## config.mk

```make
export PLATFORM = sky130hd
export DESIGN_NAME = swcrc_parser
export DESIGN_NICKNAME = d
export VERILOG_FILES = /design/src/rtl/swcrc_pkg.sv /design/src/rtl/swcrc_parser.sv
export SDC_FILE = /design/constraint.sdc
export NUM_CORES = 1
export LEC_CHECK = 0
export BUFFER_PORTS_ARGS = -buffer_cell sky130_fd_sc_hd__clkbuf_2
export CAP_MARGIN = 5
export CORE_MARGIN = 8
export CORE_UTILIZATION = 25
export CTS_CLUSTER_SIZE = 8
export DETAILED_ROUTE_END_ITERATION = 10
export REMOVE_ABC_BUFFERS = 1
export SLEW_MARGIN = 20
export SYNTH_ARGS = -nofsm -noshare
export SYNTH_HDL_FRONTEND = slang
export SYNTH_SLANG_ARGS = --single-unit
```

## constraint.sdc

```tcl
create_clock -name clk -period 4.54 [get_ports clk]
set_input_delay 0 -clock clk [delete_from_list [all_inputs] [get_ports clk]]
set_output_delay 0 -clock clk [all_outputs]
set_load 0.005 [all_outputs]
```

## src/rtl/swcrc_pkg.sv

```systemverilog
// Package with shared types, constants and the CRC-16 byte update for the frame checker.
`timescale 1ns / 1ps
`default_nettype none

package swcrc_pkg;

	// Default frame store depth in bytes.
	localparam int STORE_DEPTH_DEF = 2048;

	// Configuration register indexes and reset values.
	localparam int CFG_IDX_W = 2;
	localparam logic [CFG_IDX_W-1:0] CFG_SYNC_WORD  = 2'd0;
	localparam logic [CFG_IDX_W-1:0] CFG_MIN_LENGTH = 2'd1;
	localparam logic [CFG_IDX_W-1:0] CFG_MAX_LENGTH = 2'd2;
	localparam int CFG_DATA_W = 16;

	localparam logic [15:0] SYNC_WORD_RST  = 16'hEB90;
	localparam logic [11:0] MIN_LENGTH_RST = 12'd4;
	localparam logic [11:0] MAX_LENGTH_RST = 12'd1996;

	// Header length values below this are always rejected.
	localparam logic [15:0] HDR_LEN_FLOOR = 16'd4;

	// CRC-16 parameters.
	localparam logic [15:0] CRC_POLY = 16'h1021;
	localparam logic [15:0] CRC_INIT = 16'hFFFF;

	// Result kinds.
	localparam logic [2:0] KIND_PAYLOAD = 3'd0;
	localparam logic [2:0] KIND_GOOD    = 3'd1;
	localparam logic [2:0] KIND_CRC_ERR = 3'd2;
	localparam logic [2:0] KIND_LEN_ERR = 3'd3;
	localparam logic [2:0] KIND_OVERRUN = 3'd4;

	// Output queue sizing.
	localparam int Q_DEPTH = 3;
	localparam int Q_PTR_W = 2;
	localparam int Q_CNT_W = 2;

	typedef enum logic [2:0] {
		PH_HUNT1,
		PH_HUNT2,
		PH_HEADER,
		PH_BODY,
		PH_DRAIN
	} phase_t;

	typedef struct packed {
		logic       func;
		logic [7:0] data_in;
	} in_t;

	typedef struct packed {
		logic [2:0]  kind;
		logic [7:0]  data_out;
		logic        last;
		logic [7:0]  frame_count;
		logic [5:0]  fee_id;
		logic [15:0] frame_length;
		logic [31:0] event_number;
		logic [31:0] good_events;
	} out_t;

	// One byte of CRC-16, MSB first, no reflection.
	function automatic logic [15:0] crc16_byte(input logic [15:0] crc, input logic [7:0] b);
		logic [15:0] c;
		c = crc ^ {b, 8'h00};
		for (int k = 0; k < 8; k++) begin
			if (c[15]) begin
				c = {c[14:0], 1'b0} ^ CRC_POLY;
			end else begin
				c = {c[14:0], 1'b0};
			end
		end
		return c;
	endfunction

endpackage

`default_nettype wire

```

## src/rtl/swcrc_parser.sv

```systemverilog
// Frame parser: sync hunt, header capture, CRC check, store writes and drain reads.
`timescale 1ns / 1ps
`default_nettype none

module swcrc_parser #(
	parameter int STORE_DEPTH = swcrc_pkg::STORE_DEPTH_DEF
) (
	input  wire logic                               clk,
	input  wire logic                               arst_n,
	input  wire logic                               in_valid,
	input  wire logic                               in_ready,
	input  wire swcrc_pkg::in_t                     in_data,
	input  wire logic                               cfg_valid,
	input  wire logic [swcrc_pkg::CFG_IDX_W-1:0]    cfg_index,
	input  wire logic [swcrc_pkg::CFG_DATA_W-1:0]   cfg_data,
	output logic                                    ram_we,
	output logic      [$clog2(STORE_DEPTH)-1:0]     ram_waddr,
	output logic      [7:0]                         ram_wdata,
	output logic                                    ram_re,
	output logic      [$clog2(STORE_DEPTH)-1:0]     ram_raddr,
	output logic                                    res_valid_s1,
	output swcrc_pkg::out_t                         res_s1
);

	localparam int AW = $clog2(STORE_DEPTH);
	localparam int CW = 17;
	localparam logic [CW-1:0] MaxFrameLen = CW'(STORE_DEPTH + 2);

	swcrc_pkg::phase_t phase_q, phase_n;
	logic [1:0]    hdr_idx_q, hdr_idx_n;
	logic [7:0]    count_q, count_n;
	logic [5:0]    fee_q, fee_n;
	logic [15:0]   length_q, length_n;
	logic [15:0]   crc_q, crc_n;
	logic [AW:0]   body_q, body_n;
	logic [AW-1:0] drain_q, drain_n;
	logic [31:0]   event_q, event_n;
	logic [31:0]   good_q, good_n;
	logic [15:0]   sync_q;
	logic [11:0]   min_len_q;
	logic [11:0]   max_len_q;

	logic          acc;
	logic          is_byte;
	logic          is_tick;
	logic [7:0]    b;
	logic [15:0]   crc_upd;
	logic [15:0]   len_hdr;
	logic          len_bad;
	logic [AW:0]   body_inc;
	logic          body_done;
	logic [AW:0]   drain_inc;
	logic [15:0]   payload_len;
	logic          drain_last;
	logic          res_valid_n;
	logic [2:0]    res_kind_n;
	logic          res_last_n;

	assign acc     = in_valid && in_ready;
	assign b       = in_data.data_in;
	assign is_tick = acc && in_data.func;
	assign is_byte = acc && !in_data.func;

	assign crc_upd = swcrc_pkg::crc16_byte(crc_q, b);
	assign len_hdr = {length_q[15:8], b};
	assign len_bad = (len_hdr < swcrc_pkg::HDR_LEN_FLOOR) ||
			(len_hdr < {4'd0, min_len_q}) ||
			(len_hdr > {4'd0, max_len_q}) ||
			({1'b0, len_hdr} > MaxFrameLen);

	assign body_inc  = body_q + 1'b1;
	assign body_done = CW'(body_inc) >= ({1'b0, length_q} - CW'(2));

	assign drain_inc   = {1'b0, drain_q} + 1'b1;
	assign payload_len = length_q - swcrc_pkg::HDR_LEN_FLOOR;
	assign drain_last  = CW'(drain_inc) >= {1'b0, payload_len};

	// Next phase.
	always_comb begin
		phase_n = phase_q;
		if (is_tick) begin
			if (phase_q == swcrc_pkg::PH_DRAIN && drain_last) begin
				phase_n = swcrc_pkg::PH_HUNT1;
			end
		end else if (is_byte) begin
			case (phase_q)
				swcrc_pkg::PH_HUNT1: begin
					if (b == sync_q[15:8]) begin
						phase_n = swcrc_pkg::PH_HUNT2;
					end
				end
				swcrc_pkg::PH_HUNT2: begin
					phase_n = (b == sync_q[7:0]) ? swcrc_pkg::PH_HEADER : swcrc_pkg::PH_HUNT1;
				end
				swcrc_pkg::PH_HEADER: begin
					if (hdr_idx_q == 2'd3) begin
						phase_n = len_bad ? swcrc_pkg::PH_HUNT1 : swcrc_pkg::PH_BODY;
					end
				end
				swcrc_pkg::PH_BODY: begin
					if (body_done) begin
						if (crc_upd == 16'h0000 && length_q > swcrc_pkg::HDR_LEN_FLOOR) begin
							phase_n = swcrc_pkg::PH_DRAIN;
						end else begin
							phase_n = swcrc_pkg::PH_HUNT1;
						end
					end
				end
				swcrc_pkg::PH_DRAIN: begin
					phase_n = swcrc_pkg::PH_DRAIN;
				end
				default: begin
					phase_n = swcrc_pkg::PH_HUNT1;
				end
			endcase
		end
	end

	// Datapath updates, store accesses and result selection.
	always_comb begin
		hdr_idx_n   = hdr_idx_q;
		count_n     = count_q;
		fee_n       = fee_q;
		length_n    = length_q;
		crc_n       = crc_q;
		body_n      = body_q;
		drain_n     = drain_q;
		event_n     = event_q;
		good_n      = good_q;
		ram_we      = 1'b0;
		ram_re      = 1'b0;
		res_valid_n = 1'b0;
		res_kind_n  = swcrc_pkg::KIND_PAYLOAD;
		res_last_n  = 1'b0;
		if (is_tick) begin
			if (phase_q == swcrc_pkg::PH_DRAIN) begin
				ram_re      = 1'b1;
				res_valid_n = 1'b1;
				res_kind_n  = swcrc_pkg::KIND_PAYLOAD;
				res_last_n  = drain_last;
				drain_n     = drain_last ? '0 : drain_inc[AW-1:0];
			end
		end else if (is_byte) begin
			case (phase_q)
				swcrc_pkg::PH_HUNT2: begin
					if (b == sync_q[7:0]) begin
						if (event_q != 32'hFFFF_FFFF) begin
							event_n = event_q + 32'd1;
						end
						hdr_idx_n = 2'd0;
						crc_n     = swcrc_pkg::CRC_INIT;
					end
				end
				swcrc_pkg::PH_HEADER: begin
					crc_n = crc_upd;
					case (hdr_idx_q)
						2'd0: count_n = b;
						2'd1: fee_n = b[5:0];
						2'd2: length_n = {b, 8'h00};
						default: length_n = len_hdr;
					endcase
					hdr_idx_n = hdr_idx_q + 2'd1;
					if (hdr_idx_q == 2'd3) begin
						if (len_bad) begin
							res_valid_n = 1'b1;
							res_kind_n  = swcrc_pkg::KIND_LEN_ERR;
						end else begin
							body_n = '0;
						end
					end
				end
				swcrc_pkg::PH_BODY: begin
					crc_n  = crc_upd;
					ram_we = 1'b1;
					body_n = body_inc;
					if (body_done) begin
						body_n      = '0;
						res_valid_n = 1'b1;
						if (crc_upd != 16'h0000) begin
							res_kind_n = swcrc_pkg::KIND_CRC_ERR;
						end else begin
							res_kind_n = swcrc_pkg::KIND_GOOD;
							drain_n    = '0;
							if (good_q != 32'hFFFF_FFFF) begin
								good_n = good_q + 32'd1;
							end
						end
					end
				end
				swcrc_pkg::PH_DRAIN: begin
					res_valid_n = 1'b1;
					res_kind_n  = swcrc_pkg::KIND_OVERRUN;
				end
				default: begin
				end
			endcase
		end
	end

	assign ram_waddr = body_q[AW-1:0];
	assign ram_wdata = b;
	assign ram_raddr = drain_q;

	always_ff @(posedge clk or negedge arst_n) begin
		if (!arst_n) begin
			phase_q   <= swcrc_pkg::PH_HUNT1;
			hdr_idx_q <= '0;
			count_q   <= '0;
			fee_q     <= '0;
			length_q  <= '0;
			crc_q     <= swcrc_pkg::CRC_INIT;
			body_q    <= '0;
			drain_q   <= '0;
			event_q   <= '0;
			good_q    <= '0;
			sync_q    <= swcrc_pkg::SYNC_WORD_RST;
			min_len_q <= swcrc_pkg::MIN_LENGTH_RST;
			max_len_q <= swcrc_pkg::MAX_LENGTH_RST;
			res_valid_s1 <= 1'b0;
		end else begin
			phase_q   <= phase_n;
			hdr_idx_q <= hdr_idx_n;
			count_q   <= count_n;
			fee_q     <= fee_n;
			length_q  <= length_n;
			crc_q     <= crc_n;
			body_q    <= body_n;
			drain_q   <= drain_n;
			event_q   <= event_n;
			good_q    <= good_n;
			res_valid_s1 <= res_valid_n;
			if (cfg_valid) begin
				case (cfg_index)
					swcrc_pkg::CFG_SYNC_WORD:  sync_q <= cfg_data;
					swcrc_pkg::CFG_MIN_LENGTH: min_len_q <= cfg_data[11:0];
					swcrc_pkg::CFG_MAX_LENGTH: max_len_q <= cfg_data[11:0];
					default: begin
					end
				endcase
			end
		end
	end

	// Result fields carry the header and counter values as they stand after this item.
	always_ff @(posedge clk) begin
		res_s1.kind         <= res_kind_n;
		res_s1.data_out     <= 8'h00;
		res_s1.last         <= res_last_n;
		res_s1.frame_count  <= count_n;
		res_s1.fee_id       <= fee_n;
		res_s1.frame_length <= length_n;
		res_s1.event_number <= event_n;
		res_s1.good_events  <= good_n;
	end

	// The store is written only while collecting a body and read only while draining.
	a_no_rw_overlap: assert property (@(posedge clk) disable iff (!arst_n)
		!(ram_we && ram_re))
		else $error("store written and read in the same cycle");

	// A drained frame always has a payload that fits in the store.
	a_drain_len: assert property (@(posedge clk) disable iff (!arst_n)
		(phase_q == swcrc_pkg::PH_DRAIN) |->
			(length_q > swcrc_pkg::HDR_LEN_FLOOR) && ({1'b0, length_q} <= MaxFrameLen))
		else $error("draining with an invalid frame length");

	// The body index never runs past the stored length.
	a_body_bound: assert property (@(posedge clk) disable iff (!arst_n)
		(phase_q == swcrc_pkg::PH_BODY) |-> (CW'(body_q) < ({1'b0, length_q} - CW'(2))))
		else $error("body index beyond frame length");

endmodule

`default_nettype wire

```

==> impl_metrics.env <==
export IMPL_status="complete, no violations"
export IMPL_ant_nets=0
export IMPL_power_density_nw_per_um2=464
export IMPL_die_area_sq_um=57900
export IMPL_relSlewSlack_pct=30.9
export IMPL_setup_tns_ns=0
export IMPL_grt_pass1_vias=9359
export IMPL_rsz0062_at_grt="false"
export IMPL_wl_per_cell_microns=16.7
export IMPL_dr_first_iter_drc_count=600
export IMPL_total_power_mw=7.17
export IMPL_crit_path_end_kind="flip-flop"
export IMPL_cts_tree="done"
export IMPL_synthArstFlopShare_pct=64.6
export IMPL_n_fill_cell=5144
export IMPL_crit_type="flip-flop to flip-flop"
export IMPL_finalClockSkew_ns=0.0360
export IMPL_htreeDepth=2
export IMPL_hold_class="input port to flip-flop"
export IMPL_cts_buffer_depth=3
export IMPL_fin_util_pct=30.9
export IMPL_final_common_cell="clkbuf_2"
export IMPL_layout_nets=1427
export IMPL_setup_viol=0
export IMPL_rows=82
export IMPL_synth_area_leader_cell="dfrtp_1"
export IMPL_synth_seq_cells=277
export IMPL_cts_setup_buffers=0
export IMPL_cts_hold_buf=25
export IMPL_grt_start_max_net_pins=160
export IMPL_antenna_found_initial=0
export IMPL_area_delta_synth_final_pct=22.6
export IMPL_ys_warn_count=0
export IMPL_synth_top_area_share_pct=29.2
export IMPL_clkSinkCount=277
export IMPL_diodes=0
export IMPL_coreArea_sq_um=50000
export IMPL_drc=0
export IMPL_die_w_microns=241
export IMPL_clk_latency_ns=0.55
export IMPL_yosys_top_cells_area="dfrtp_1, dfxtp_1, dfstp_2"
export IMPL_required_ns=4.97
export IMPL_maxCapViolations=0
export IMPL_synth_seq_area_share_pct=51.4
export IMPL_ir_worst_vdd_uv=281
export IMPL_io_pins=171
export IMPL_first_pass_iters=5
export IMPL_synthFlopType="dfrtp_1"
export IMPL_cts_resized=0
export IMPL_numCtsBuffers=41
export IMPL_reg2reg_slack_ns=0.38
export IMPL_power_leakage_nw=7.24
export IMPL_drive_above_1_share_pct=26.2
export IMPL_period_share_pct=91.5
export IMPL_crit_fanout=27
export IMPL_syn_inst=1149
export IMPL_fmax_ghz=0.241
export IMPL_drt_wl_total_microns=34100
export IMPL_overflow=0
export IMPL_tightestPinTransition_ns=1.03
export IMPL_place_congestion=0.914
export IMPL_vias=8954
export IMPL_die_h_microns=241
export IMPL_synth_cell_type_count=69
export IMPL_finalHoldViolCount=0
export IMPL_grtUsageTotal_pct=11.7
export IMPL_worstPathArrival_ns=4.59
export IMPL_io_buffers=162
export IMPL_fin_crit_ns=4.16
export IMPL_layout_common_cells="clkbuf_2, dfrtp_1, dfxtp_1"
export IMPL_cp_start_kind="flip-flop"
export IMPL_drv_slew=0
export IMPL_dp_hpwl_microns=24200
export IMPL_cts_reportedPaths_clkPinSlew_ns=0.06
export IMPL_grt_pass1_wl_microns=53100
export IMPL_synth_edf_count=0
export IMPL_vias_per_cell=4.40
export IMPL_synthesis_area_sq_um=12600
export IMPL_avgSynthCellArea_sq_um=11.0
export IMPL_root_buffer="clkbuf_16"
export IMPL_start_util_pct=25.2
stage by stage:
stage               std cells  setup WS [ns]  hold WS (ns)  instance area [sq um]
floorplan                1088          0.317        -0.296                  12200
global placement         1940          0.534        -0.144                  14000
detailed placement       1940          0.404        -0.143                  14000
CTS                      2037          0.354        0.0103                  15500
global route             2037          0.126        0.0562                  15500
finish                   2037          0.385        0.0442                  15500
metal layers:
metal / share of wire (%) / track usage, %
met3: 6.3 / 2.98
met1: 43 / 14.7
met2: 48 / 19.2
met5: 0 / 0
met4: 2.9 / 4.21
path summary, 6_finish.rpt:
path                                   from            to  cells after the start
worst max-delay path            length_q[6]    good_q[27]                     13
worst min-delay path               in_valid  ram_raddr[1]                      5
worst max register to register  length_q[6]    good_q[27]                     13
worst min register to register     fee_q[4]    res_s1[84]                      1
max in group asynchronous            arst_n   event_q[25]                      3
min in group asynchronous            arst_n    event_q[0]                      3
cell families (layout without fill, tap and decap cells):
logic type                 after synthesis  in the layout  synth area share, %
and+or+nand+nor                        357            357                 15.1
DFF                                    277            277                 51.4
buffers and inverters                  124            333                 5.22
xor gates and xnor gates               134            134                 9.49
muxes                                   58             58                 5.16
adders and majority gates               59             59                 5.86
AOI/OAI and AO/OA                      139            139                 7.73
other                                    1              8               0.0298
layout make-up:
cell class | count | area (sq um) | share of cell area (%)
sequential | 277 | 6480 | 41.9
tap | 672 | 841 | 5.44
multi-input combinational | 755 | 5510 | 35.7
clock inverter | 3 | 22.5 | 0.146
timing repair buffer | 205 | 1230 | 7.94
clock buffer | 69 | 1160 | 7.51
inverter | 56 | 210 | 1.36
state kept, by name (all words and copies together), names as in the netlist, 3 cells and up:
register and cells:
max_len_q 12, fee_q 6, event_q 32, good_q 32
count_q 8, min_len_q 12, sync_q 16, length_q 16
res_s1 98, phase_q 3, ram_raddr 11, crc_q 16
body_q 12
power by group:
group          total [mW]  internal, mW  switching, mW
clock network        2.82          1.72           1.10
logic                1.46         0.647          0.810
registers            2.90          2.73          0.171
total                7.17          5.10           2.08
worst max-delay path, stage by stage (launching register included):
cell and delay (ns):
dfrtp_1 0.40, nor4_4 0.43, nand2_1 0.14, or3_1 0.36, a31o_2 0.24, xor2_1 0.14
ha_1 0.30, o21ai_0 0.15, a2111oi_4 0.42, o2111ai_2 0.23, or3_1 0.46, buf_12 0.19
nor4_1 0.35, xor2_1 0.22
cells in the mapped netlist, types with 12 or more instances:
cell type / n
clkbuf_1: 17
a22o_1: 13
ha_1: 59
nand4_1: 20
a21oi_1: 32
nor4_1: 17
o21ai_0: 29
nand2_1: 85
dfrtp_1: 147
a31oi_1: 13
a21o_1: 12
mux2_2: 56
dfxtp_1: 98
buf_4: 29
dfstp_2: 32
xor2_1: 82
inv_1: 56
and3_1: 14
nor3_1: 26
xnor2_1: 49
nor2_1: 71
nand3_1: 57
Power figures use the tool's default switching activity.
